### config.mk
export PLATFORM = sky130hd
export DESIGN_NAME = sensor_reading_converter
export DESIGN_NICKNAME = d
export VERILOG_FILES = /design/src/rtl/src_pkg.sv /design/src/rtl/sensor_reading_converter.sv /design/src/rtl/src_decode.sv /design/src/rtl/src_div_stage.sv
export SDC_FILE = /design/constraint.sdc
export NUM_CORES = 2
export LEC_CHECK = 0
export BUFFER_PORTS_ARGS = -buffer_cell sky130_fd_sc_hd__buf_4
export CORE_UTILIZATION = 64
export DETAILED_ROUTE_END_ITERATION = 8
export PLACE_DENSITY = 0.79
export SYNTH_ARGS = -nofsm -noshare
export SYNTH_HDL_FRONTEND = slang
export SYNTH_SLANG_ARGS = --single-unit
### constraint.sdc
create_clock -name aclk -period 9.6 [get_ports aclk]
set_clock_uncertainty 0.2 [all_clocks]
set_input_delay 1.92 -clock aclk [delete_from_list [all_inputs] [get_ports aclk]]
set_output_delay 1.92 -clock aclk [all_outputs]
set_load 0.01 [all_outputs]
### src/rtl/src_pkg.sv
// Package for the sensor reading converter: beat payload types, channel codes,
// the internal pipeline token and the fan speed constants. No dependencies.
`default_nettype none

package src_pkg;

    localparam int DIV_W = 18;
    localparam int QUO_W = 24;
    localparam int READING_W = 25;

    localparam logic [22:0] FAN_SCALE = 23'd5400000;
    localparam logic [QUO_W-1:0] FAN_DIVIDEND = QUO_W'(2 * FAN_SCALE);
    localparam logic [15:0] TACH_STALLED = 16'hFFFF;
    localparam logic [15:0] WORD_SIGN_BIT = 16'h8000;

    localparam logic [1:0] FUNC_LOCAL = 2'd0;
    localparam logic [1:0] FUNC_REMOTE = 2'd1;
    localparam logic [1:0] FUNC_FAN = 2'd2;

    typedef struct packed {
        logic [1:0] func;
        logic [7:0] high_byte;
        logic [7:0] low_byte;
    } in_t;

    typedef struct packed {
        logic signed [READING_W-1:0] reading;
        logic bad_channel;
    } out_t;

    typedef struct packed {
        logic use_div;
        logic bad;
        logic signed [READING_W-1:0] base;
        logic [DIV_W-1:0] div;
        logic [DIV_W-1:0] rem;
        logic [QUO_W-1:0] quo;
    } pipe_t;

endpackage

`default_nettype wire

### src/rtl/sensor_reading_converter.sv
// Top level of the sensor reading converter: decode stage, divider pipeline
// and output register. Depends on src_pkg, src_decode and src_div_stage.
//
// Each input beat on s_ carries a channel selector and two raw register bytes;
// each output beat on m_ carries one signed reading and a bad channel flag.
// Channel 0 gives the local temperature, channel 1 the rounded remote
// temperature, channel 2 the fan speed in rpm, and channel 3 is flagged bad.
// The cfg_ channel writes the pulses per revolution register at any time the
// block is idle; it is always ready.
// The stages are one decode stage, 24 restoring divider stages with one
// quotient bit each, and the output register. One beat enters per cycle unless stalled.
// Reset clears all valid bits and sets pulses per revolution to 3.
// When the receiver stalls, the output beat holds and stages fill from the
// back; s_ready drops only when every stage holds a beat.
`default_nettype none

module sensor_reading_converter
    import src_pkg::*;
(
    input  wire logic       aclk,
    input  wire logic       aresetn,
    input  wire logic       s_valid,
    output logic            s_ready,
    input  wire in_t        s_data,
    output logic            m_valid,
    input  wire logic       m_ready,
    output out_t            m_data,
    input  wire logic       cfg_valid,
    output logic            cfg_ready,
    input  wire logic [1:0] cfg_data
);

    logic [1:0] ppr_reg;

    logic stg_valid [0:QUO_W];
    logic stg_ready [0:QUO_W];
    pipe_t stg_data [0:QUO_W];

    logic out_valid_reg;
    out_t out_data_reg;
    out_t out_next;
    pipe_t last;

    assign cfg_ready = 1'b1;

    always_ff @(posedge aclk) begin
        if (!aresetn) begin
            ppr_reg <= 2'd3;
        end else if (cfg_valid && cfg_ready) begin
            ppr_reg <= cfg_data;
        end
    end

    src_decode u_decode (
        .aclk      (aclk),
        .aresetn   (aresetn),
        .in_valid  (s_valid),
        .in_ready  (s_ready),
        .in_data   (s_data),
        .ppr       (ppr_reg),
        .out_valid (stg_valid[0]),
        .out_ready (stg_ready[0]),
        .out_data  (stg_data[0])
    );

    for (genvar i = 0; i < QUO_W; i++) begin : g_div
        src_div_stage u_stage (
            .aclk      (aclk),
            .aresetn   (aresetn),
            .dvd_bit   (FAN_DIVIDEND[QUO_W-1-i]),
            .in_valid  (stg_valid[i]),
            .in_ready  (stg_ready[i]),
            .in_data   (stg_data[i]),
            .out_valid (stg_valid[i+1]),
            .out_ready (stg_ready[i+1]),
            .out_data  (stg_data[i+1])
        );
    end

    assign last = stg_data[QUO_W];
    assign stg_ready[QUO_W] = !out_valid_reg || m_ready;

    always_comb begin
        out_next.bad_channel = last.bad;
        out_next.reading = last.use_div ? {1'b0, last.quo} : last.base;
    end

    always_ff @(posedge aclk) begin
        if (!aresetn) begin
            out_valid_reg <= 1'b0;
        end else if (stg_ready[QUO_W]) begin
            out_valid_reg <= stg_valid[QUO_W];
        end
    end

    always_ff @(posedge aclk) begin
        if (stg_ready[QUO_W] && stg_valid[QUO_W]) begin
            out_data_reg <= out_next;
        end
    end

    assign m_valid = out_valid_reg;
    assign m_data = out_data_reg;

    a_bad_zero: assert property (@(posedge aclk) disable iff (!aresetn)
        m_valid && m_data.bad_channel |-> m_data.reading == '0)
        else $error("Bad channel beat carries a nonzero reading.");

    a_reading_range: assert property (@(posedge aclk) disable iff (!aresetn)
        m_valid |-> m_data.reading <= $signed(READING_W'(2 * 5400000))
                 && m_data.reading >= -$signed(READING_W'(128)))
        else $error("Reading is outside its range.");

    a_stall_source: assert property (@(posedge aclk) disable iff (!aresetn)
        !s_ready |-> m_valid && !m_ready)
        else $error("Input stalled while the output was not blocked.");

    a_ppr_hold: assert property (@(posedge aclk) disable iff (!aresetn)
        !cfg_valid |=> $stable(ppr_reg))
        else $error("Pulses per revolution changed without a write.");

endmodule

`default_nettype wire

### src/rtl/src_decode.sv
// First pipeline stage: decodes the channel, converts temperatures and builds
// the fan divisor. Depends on src_pkg.
`default_nettype none

module src_decode
    import src_pkg::*;
(
    input  wire logic  aclk,
    input  wire logic  aresetn,
    input  wire logic  in_valid,
    output logic       in_ready,
    input  wire in_t   in_data,
    input  wire logic [1:0] ppr,
    output logic       out_valid,
    input  wire logic  out_ready,
    output pipe_t      out_data
);

    logic valid_reg;
    pipe_t data_reg;
    pipe_t data_next;

    logic [15:0] word;
    logic neg;
    logic [15:0] mag;
    logic [8:0] deg;
    logic signed [READING_W-1:0] deg_ext;
    logic signed [READING_W-1:0] remote_val;
    logic [1:0] ppr_eff;
    logic [DIV_W-1:0] count_ext;
    logic [DIV_W-1:0] divisor;
    logic count_ok;

    assign word = {in_data.high_byte, in_data.low_byte};
    assign neg = (word & WORD_SIGN_BIT) != 16'd0;
    assign mag = neg ? (16'd0 - word) : word;
    assign deg = {1'b0, mag[15:8]} + {8'd0, mag[7]};
    assign deg_ext = {{(READING_W-9){1'b0}}, deg};
    assign remote_val = neg ? (READING_W'(0) - deg_ext) : deg_ext;
    assign ppr_eff = (ppr == 2'd0) ? 2'd1 : ppr;
    assign count_ext = {{(DIV_W-16){1'b0}}, word};
    assign count_ok = (word != 16'd0) && (word != TACH_STALLED);

    always_comb begin
        case (ppr_eff)
            2'd1: divisor = count_ext;
            2'd2: divisor = count_ext << 1;
            default: divisor = count_ext + (count_ext << 1);
        endcase
    end

    always_comb begin
        data_next.use_div = 1'b0;
        data_next.bad = 1'b0;
        data_next.base = '0;
        data_next.div = divisor;
        data_next.rem = '0;
        data_next.quo = '0;
        case (in_data.func)
            FUNC_LOCAL: begin
                data_next.base = {{(READING_W-8){in_data.low_byte[7]}}, in_data.low_byte};
            end
            FUNC_REMOTE: begin
                data_next.base = remote_val;
            end
            FUNC_FAN: begin
                data_next.use_div = count_ok;
            end
            default: begin
                data_next.bad = 1'b1;
            end
        endcase
    end

    assign in_ready = !valid_reg || out_ready;

    always_ff @(posedge aclk) begin
        if (!aresetn) begin
            valid_reg <= 1'b0;
        end else if (in_ready) begin
            valid_reg <= in_valid;
        end
    end

    always_ff @(posedge aclk) begin
        if (in_ready && in_valid) begin
            data_reg <= data_next;
        end
    end

    assign out_valid = valid_reg;
    assign out_data = data_reg;

endmodule

`default_nettype wire

### src/rtl/src_div_stage.sv
// One stage of the restoring divider: brings down one dividend bit and
// produces one quotient bit. Depends on src_pkg.
`default_nettype none

module src_div_stage
    import src_pkg::*;
(
    input  wire logic  aclk,
    input  wire logic  aresetn,
    input  wire logic  dvd_bit,
    input  wire logic  in_valid,
    output logic       in_ready,
    input  wire pipe_t in_data,
    output logic       out_valid,
    input  wire logic  out_ready,
    output pipe_t      out_data
);

    logic valid_reg;
    pipe_t data_reg;
    pipe_t data_next;

    logic [DIV_W:0] trial;
    logic [DIV_W:0] diff;
    logic ge;

    assign trial = {in_data.rem, dvd_bit};
    assign ge = trial >= {1'b0, in_data.div};
    assign diff = trial - {1'b0, in_data.div};

    always_comb begin
        data_next = in_data;
        data_next.rem = ge ? diff[DIV_W-1:0] : trial[DIV_W-1:0];
        data_next.quo = {in_data.quo[QUO_W-2:0], ge};
    end

    assign in_ready = !valid_reg || out_ready;

    always_ff @(posedge aclk) begin
        if (!aresetn) begin
            valid_reg <= 1'b0;
        end else if (in_ready) begin
            valid_reg <= in_valid;
        end
    end

    always_ff @(posedge aclk) begin
        if (in_ready && in_valid) begin
            data_reg <= data_next;
        end
    end

    assign out_valid = valid_reg;
    assign out_data = data_reg;

endmodule

`default_nettype wire
==> results_tabular.tex <==
\begin{tabular}{lr}
\hline
Metric & Value \\
\hline
\multicolumn{2}{l}{\textbf{Run status}} \\
\quad Result of the run & complete, no violations \\
\multicolumn{2}{l}{\textbf{Final layout}} \\
\quad Flip-flop count of the largest register, all copies and words added & approximately 1400 \\
\quad Nets@finish & between 5000 and 6000 \\
\quad Layout cells sized above 1 & a little under an eighth \\
\quad Inserted Diodes & 0 \\
\quad Relative area change from synthesis to final layout & 10.4\% \\
\multicolumn{2}{l}{\textbf{Global route}} \\
\quad Most used routing layer in global routing & met2 \\
\quad Met3 Usage GRT & between 3 and 4\% \\
\quad Global-route wire length before repair & 219000 microns \\
\quad Number of antenna violations at the first check in global routing & 0 \\
\quad Global router's overall resource usage & 24.6\% \\
\quad Overflow left after global routing & 0 \\
\quad Vias in the first global route & $\sim$41000 \\
\quad Largest net degree at the start of global routing & 70 \\
\quad Global-route track usage on met2 & between 40\% and 50\% \\
\quad Met1 global-route usage & 31.3\% \\
\multicolumn{2}{l}{\textbf{Pwr}} \\
\quad Fraction of power consumed by combinational cells & 2.5\% \\
\quad Sw frac & around 20\% \\
\quad Worst vdd rail ir drop & 162 uV \\
\quad Power density over the cells & between 150 and 200 nW/um\^{}2 \\
\quad Leakage power figure & $\sim$30 nW \\
\quad Switching power & around 2.7 mW \\
\quad Internal power summed over all cells & between 10 and 15 mW \\
\quad Clock power frac & 44.0\% \\
\quad Share of total power in sequential cells & between 50\% and 60\% \\
\multicolumn{2}{l}{\textbf{Yosys}} \\
\quad Post-synthesis instance area & 71300 sq um \\
\quad Post-Syn Instances & about 5300 \\
\quad Seq cells post-synth & 1500 \\
\quad Most used standard cell by instance count after synthesis & sky130\_fd\_sc\_hd\_\_edfxtp\_1 \\
\quad Number of unique standard cell types used by synthesis & 91 \\
\quad Top cells by count, synth & sky130\_fd\_sc\_hd\_\_edfxtp\_1 (1472), sky130\_fd\_sc\_hd\_\_inv\_1 (530), sky130\_fd\_sc\_hd\_\_ha\_1 (440) \\
\quad Area share of the leading cell type in the synthesized netlist & just over 60\% \\
\quad Cell taking the most area after synthesis & sky130\_fd\_sc\_hd\_\_edfxtp\_1 \\
\quad Syn Nets & just under 6000 \\
\quad Post-synthesis sequential area ratio & between 60\% and 70\% \\
\quad Main synth FF type & sky130\_fd\_sc\_hd\_\_edfxtp\_1 \\
\quad Number of warnings printed during yosys synthesis & 0 \\
\quad Ranking of synthesized cells by area & sky130\_fd\_sc\_hd\_\_edfxtp\_1 (62\%), sky130\_fd\_sc\_hd\_\_ha\_1 (7.7\%), sky130\_fd\_sc\_hd\_\_mux2\_2 (3.8\%), sky130\_fd\_sc\_hd\_\_inv\_1 (2.8\%), sky130\_fd\_sc\_hd\_\_a21oi\_1 (2.2\%) \\
\quad Share of synthesized flip-flops with an asynchronous set or reset & 0\% \\
\quad Number of flops mapped to enable cells by yosys & 1472 \\
\quad Mean cell area of the mapped netlist & between 10 and 15 sq um \\
\multicolumn{2}{l}{\textbf{Critical path}} \\
\quad Terminus of the critical flop-to-flop path & u\_decode.out\_data[58] \\
\quad Critical path data arrival time & 5.36 ns \\
\quad Crit path cell chain & buf\_4, and4b\_1, nand4\_2, nor4\_2, and3\_1, and2\_1, and4\_1, nand3\_1, buf\_4 \\
\quad Crit path to & s\_ready \\
\quad Cell repeated most along the worst path & sky130\_fd\_sc\_hd\_\_buf\_4 \\
\quad Critical path's largest stage delay & roughly 0.89 ns \\
\quad Worst reg2reg path startpoint & g\_div[23].u\_stage.out\_valid \\
\quad Cell count of the worst reg-to-reg path & 7 \\
\quad R2R setup slack & 5.03 ns \\
\quad Beginning of the critical path & m\_ready \\
\quad Required time of the critical path & between 7 and 8 ns \\
\quad CP Capture Type & output port \\
\quad Peak fanout along the critical path & 7 \\
\quad Worst-path cell with the longest stage delay & sky130\_fd\_sc\_hd\_\_nor4\_2 \\
\quad Setup CP Type & input pin to output port \\
\quad Nature of the critical path startpoint & input pin \\
\multicolumn{2}{l}{\textbf{Timing}} \\
\quad Part of the cycle the worst path needs & 77.9\% \\
\quad Finish-stage setup viols & 0 \\
\quad Setup TNS & 0 ns \\
\quad Worst Setup Slack, final & roughly 2.1 ns \\
\quad Worst slew margin relative to its limit & 23.0\% \\
\quad Maximum operating frequency & $\sim$0.13 GHz \\
\quad Final hold violations & 0 \\
\quad Final Max Tran Viols & 0 \\
\quad Unrepaired setup endpoints after global routing & false \\
\quad Final critical delay including setup and external delays & around 7.5 ns \\
\quad Slew at the pin closest to its max-slew limit & 1.15 ns \\
\multicolumn{2}{l}{\textbf{Run}} \\
\quad Count of max-cap constraint violations & 0 \\
\multicolumn{2}{l}{\textbf{Die}} \\
\quad Row cnt & $\sim$120 \\
\quad Die X & 336 microns \\
\quad Core ar. & $\sim$110000 sq um \\
\quad Initial Utilization & between 60 and 70\% \\
\quad DIE AREA & 113000 sq um \\
\quad I/O pin total & 54 \\
\quad DIE HEIGHT & about 340 microns \\
\multicolumn{2}{l}{\textbf{Min path}} \\
\quad Worst hold path stage count & 0 \\
\quad Min-delay src & g\_div[1].u\_stage.out\_data[86] \\
\quad Worst hold path class & flip-flop to flip-flop \\
\multicolumn{2}{l}{\textbf{CTS}} \\
\quad Maximum clock path buffer count & 3 \\
\quad Inserted Clock Buffers & roughly 150 \\
\quad Post-CTS setup-driven buffer insertion count & 0 \\
\quad Number of hold buffers added after CTS & 0 \\
\quad Clock Sink Count & 1500 \\
\quad Depth of the CTS H-tree & 4 \\
\quad CTS tree & done \\
\quad Clock-pin slew on the worst setup and hold paths & approximately 0.060 ns \\
\quad Clock latency on the worst-skew pair & a little under 0.8 ns \\
\quad Resize count post-CTS & 0 \\
\quad Root Buffer Master & sky130\_fd\_sc\_hd\_\_clkbuf\_16 \\
\multicolumn{2}{l}{\textbf{Placed design}} \\
\quad Worst setup timing slack at the placement stage & $\sim$2.2 ns \\
\quad Global placer's final weighted congestion & just under 0.9 \\
\quad Total of buffers placed on input and output ports & 52 \\
\quad Final HPWL DP & 96500 microns \\
\multicolumn{2}{l}{\textbf{Route}} \\
\quad Antenna Violating Nets Remaining & 0 \\
\quad Via count & around 42000 \\
\quad Final Routed Wirelength & 138000 microns \\
\quad Iter 0 DRT Violations & between 3000 and 4000 \\
\quad Ratio of routed vias to standard cells & 5.90 \\
\quad Routed WL per cell & 19.5 microns \\
\quad Drt pass-1 iters & 5 \\
\quad Number of remaining DRC errors & 0 \\
\hline
\end{tabular}
worst min-delay path by stage:
stage | endpoint | slack, ns
floorplan | g_div[0].u_stage.out_data[60] | 0.20
global placement | g_div[6].u_stage.out_data[67] | 0.20
detailed placement | g_div[10].u_stage.out_data[85] | 0.20
CTS | g_div[1].u_stage.out_data[63] | 0.18
global route | g_div[2].u_stage.out_data[83] | 0.18
finish | g_div[2].u_stage.out_data[86] | 0.18
through the flow:
step	cell area, sq um	hold slack (ns)	utilization [%]	std cells	power, mW
4_1_cts	78700	0.175	71.2	7114	13.6
3_5_place_dp	73700	0.205	66.7	6838	7.65
2_1_floorplan	71300	0.200	-	5349	7.57
6_report	78700	0.185	71.2	7114	13.4
3_3_place_gp	73700	0.201	66.7	6838	7.64
5_1_grt	78700	0.180	71.2	7114	13.8
logic make-up (layout without fill, tap and decap cells):
| family | Yosys count | after routing | synth area share (%) |
|---|---|---|---|
| xor gates and xnor gates | 279 | 279 | 3.43 |
| buffers and inverters | 614 | 891 | 3.34 |
| adders and majority gates | 463 | 463 | 8.37 |
| muxes | 271 | 271 | 4.24 |
| other | 1 | 1 | 0.00526 |
| AOI/OAI and AO/OA | 1094 | 1094 | 10.0 |
| and+or+nand+nor | 1127 | 1127 | 7.83 |
| DFF | 1500 | 1500 | 62.8 |
layout make-up:
cell class / instances / area [sq um]
fillers: 7201 / 31800
inverters: 532 / 2000
flip-flops and latches: 1500 / 44800
multi-input cells: 3235 / 24400
repair buffers: 83 / 623
well taps: 1488 / 1860
clock inverters: 105 / 1170
clock buffers: 171 / 3880
routing by layer:
layer / wire length [microns] / share of wire, % / up-vias
met4: 5120 / 3.7 / 0
li1: - / - / 20200
met5: 0 / 0 / -
met1: 57300 / 41 / 20300
met2: 69800 / 50 / 1198
met3: 6150 / 4.4 / 284
power groups by stage:
stage               Sequential [mW]  Combinational (mW)  Clock (mW)
floorplan                      7.31               0.259           0
global placement               7.32               0.324           0
detailed placement             7.32               0.332           0
CTS                            7.18               0.336        6.03
global route                   7.18               0.374        6.28
finish                         7.18               0.338        5.91
critical path: cells and delay by family:
family	cells	cell delay, ns
buffers and inverters	2	0.29
AND/OR/NAND/NOR	7	3.15
layout by cell type, fill, tap and decap left out, types with 64 or more instances in the layout:
cell type and count:
sky130_fd_sc_hd__edfxtp_1 1472, sky130_fd_sc_hd__inv_1 530, sky130_fd_sc_hd__ha_1 440, sky130_fd_sc_hd__nor2_1 306, sky130_fd_sc_hd__a21oi_1 304, sky130_fd_sc_hd__nand2_1 247
sky130_fd_sc_hd__mux2_2 243, sky130_fd_sc_hd__o21ai_0 182, sky130_fd_sc_hd__xnor2_1 173, sky130_fd_sc_hd__clkbuf_16 151, sky130_fd_sc_hd__a21o_1 124, sky130_fd_sc_hd__nor3_1 115
sky130_fd_sc_hd__xor2_1 106, sky130_fd_sc_hd__o21a_1 101, sky130_fd_sc_hd__buf_4 83, sky130_fd_sc_hd__nand4_1 68, sky130_fd_sc_hd__nor2b_1 64
(Power assumes the default switching activity.)
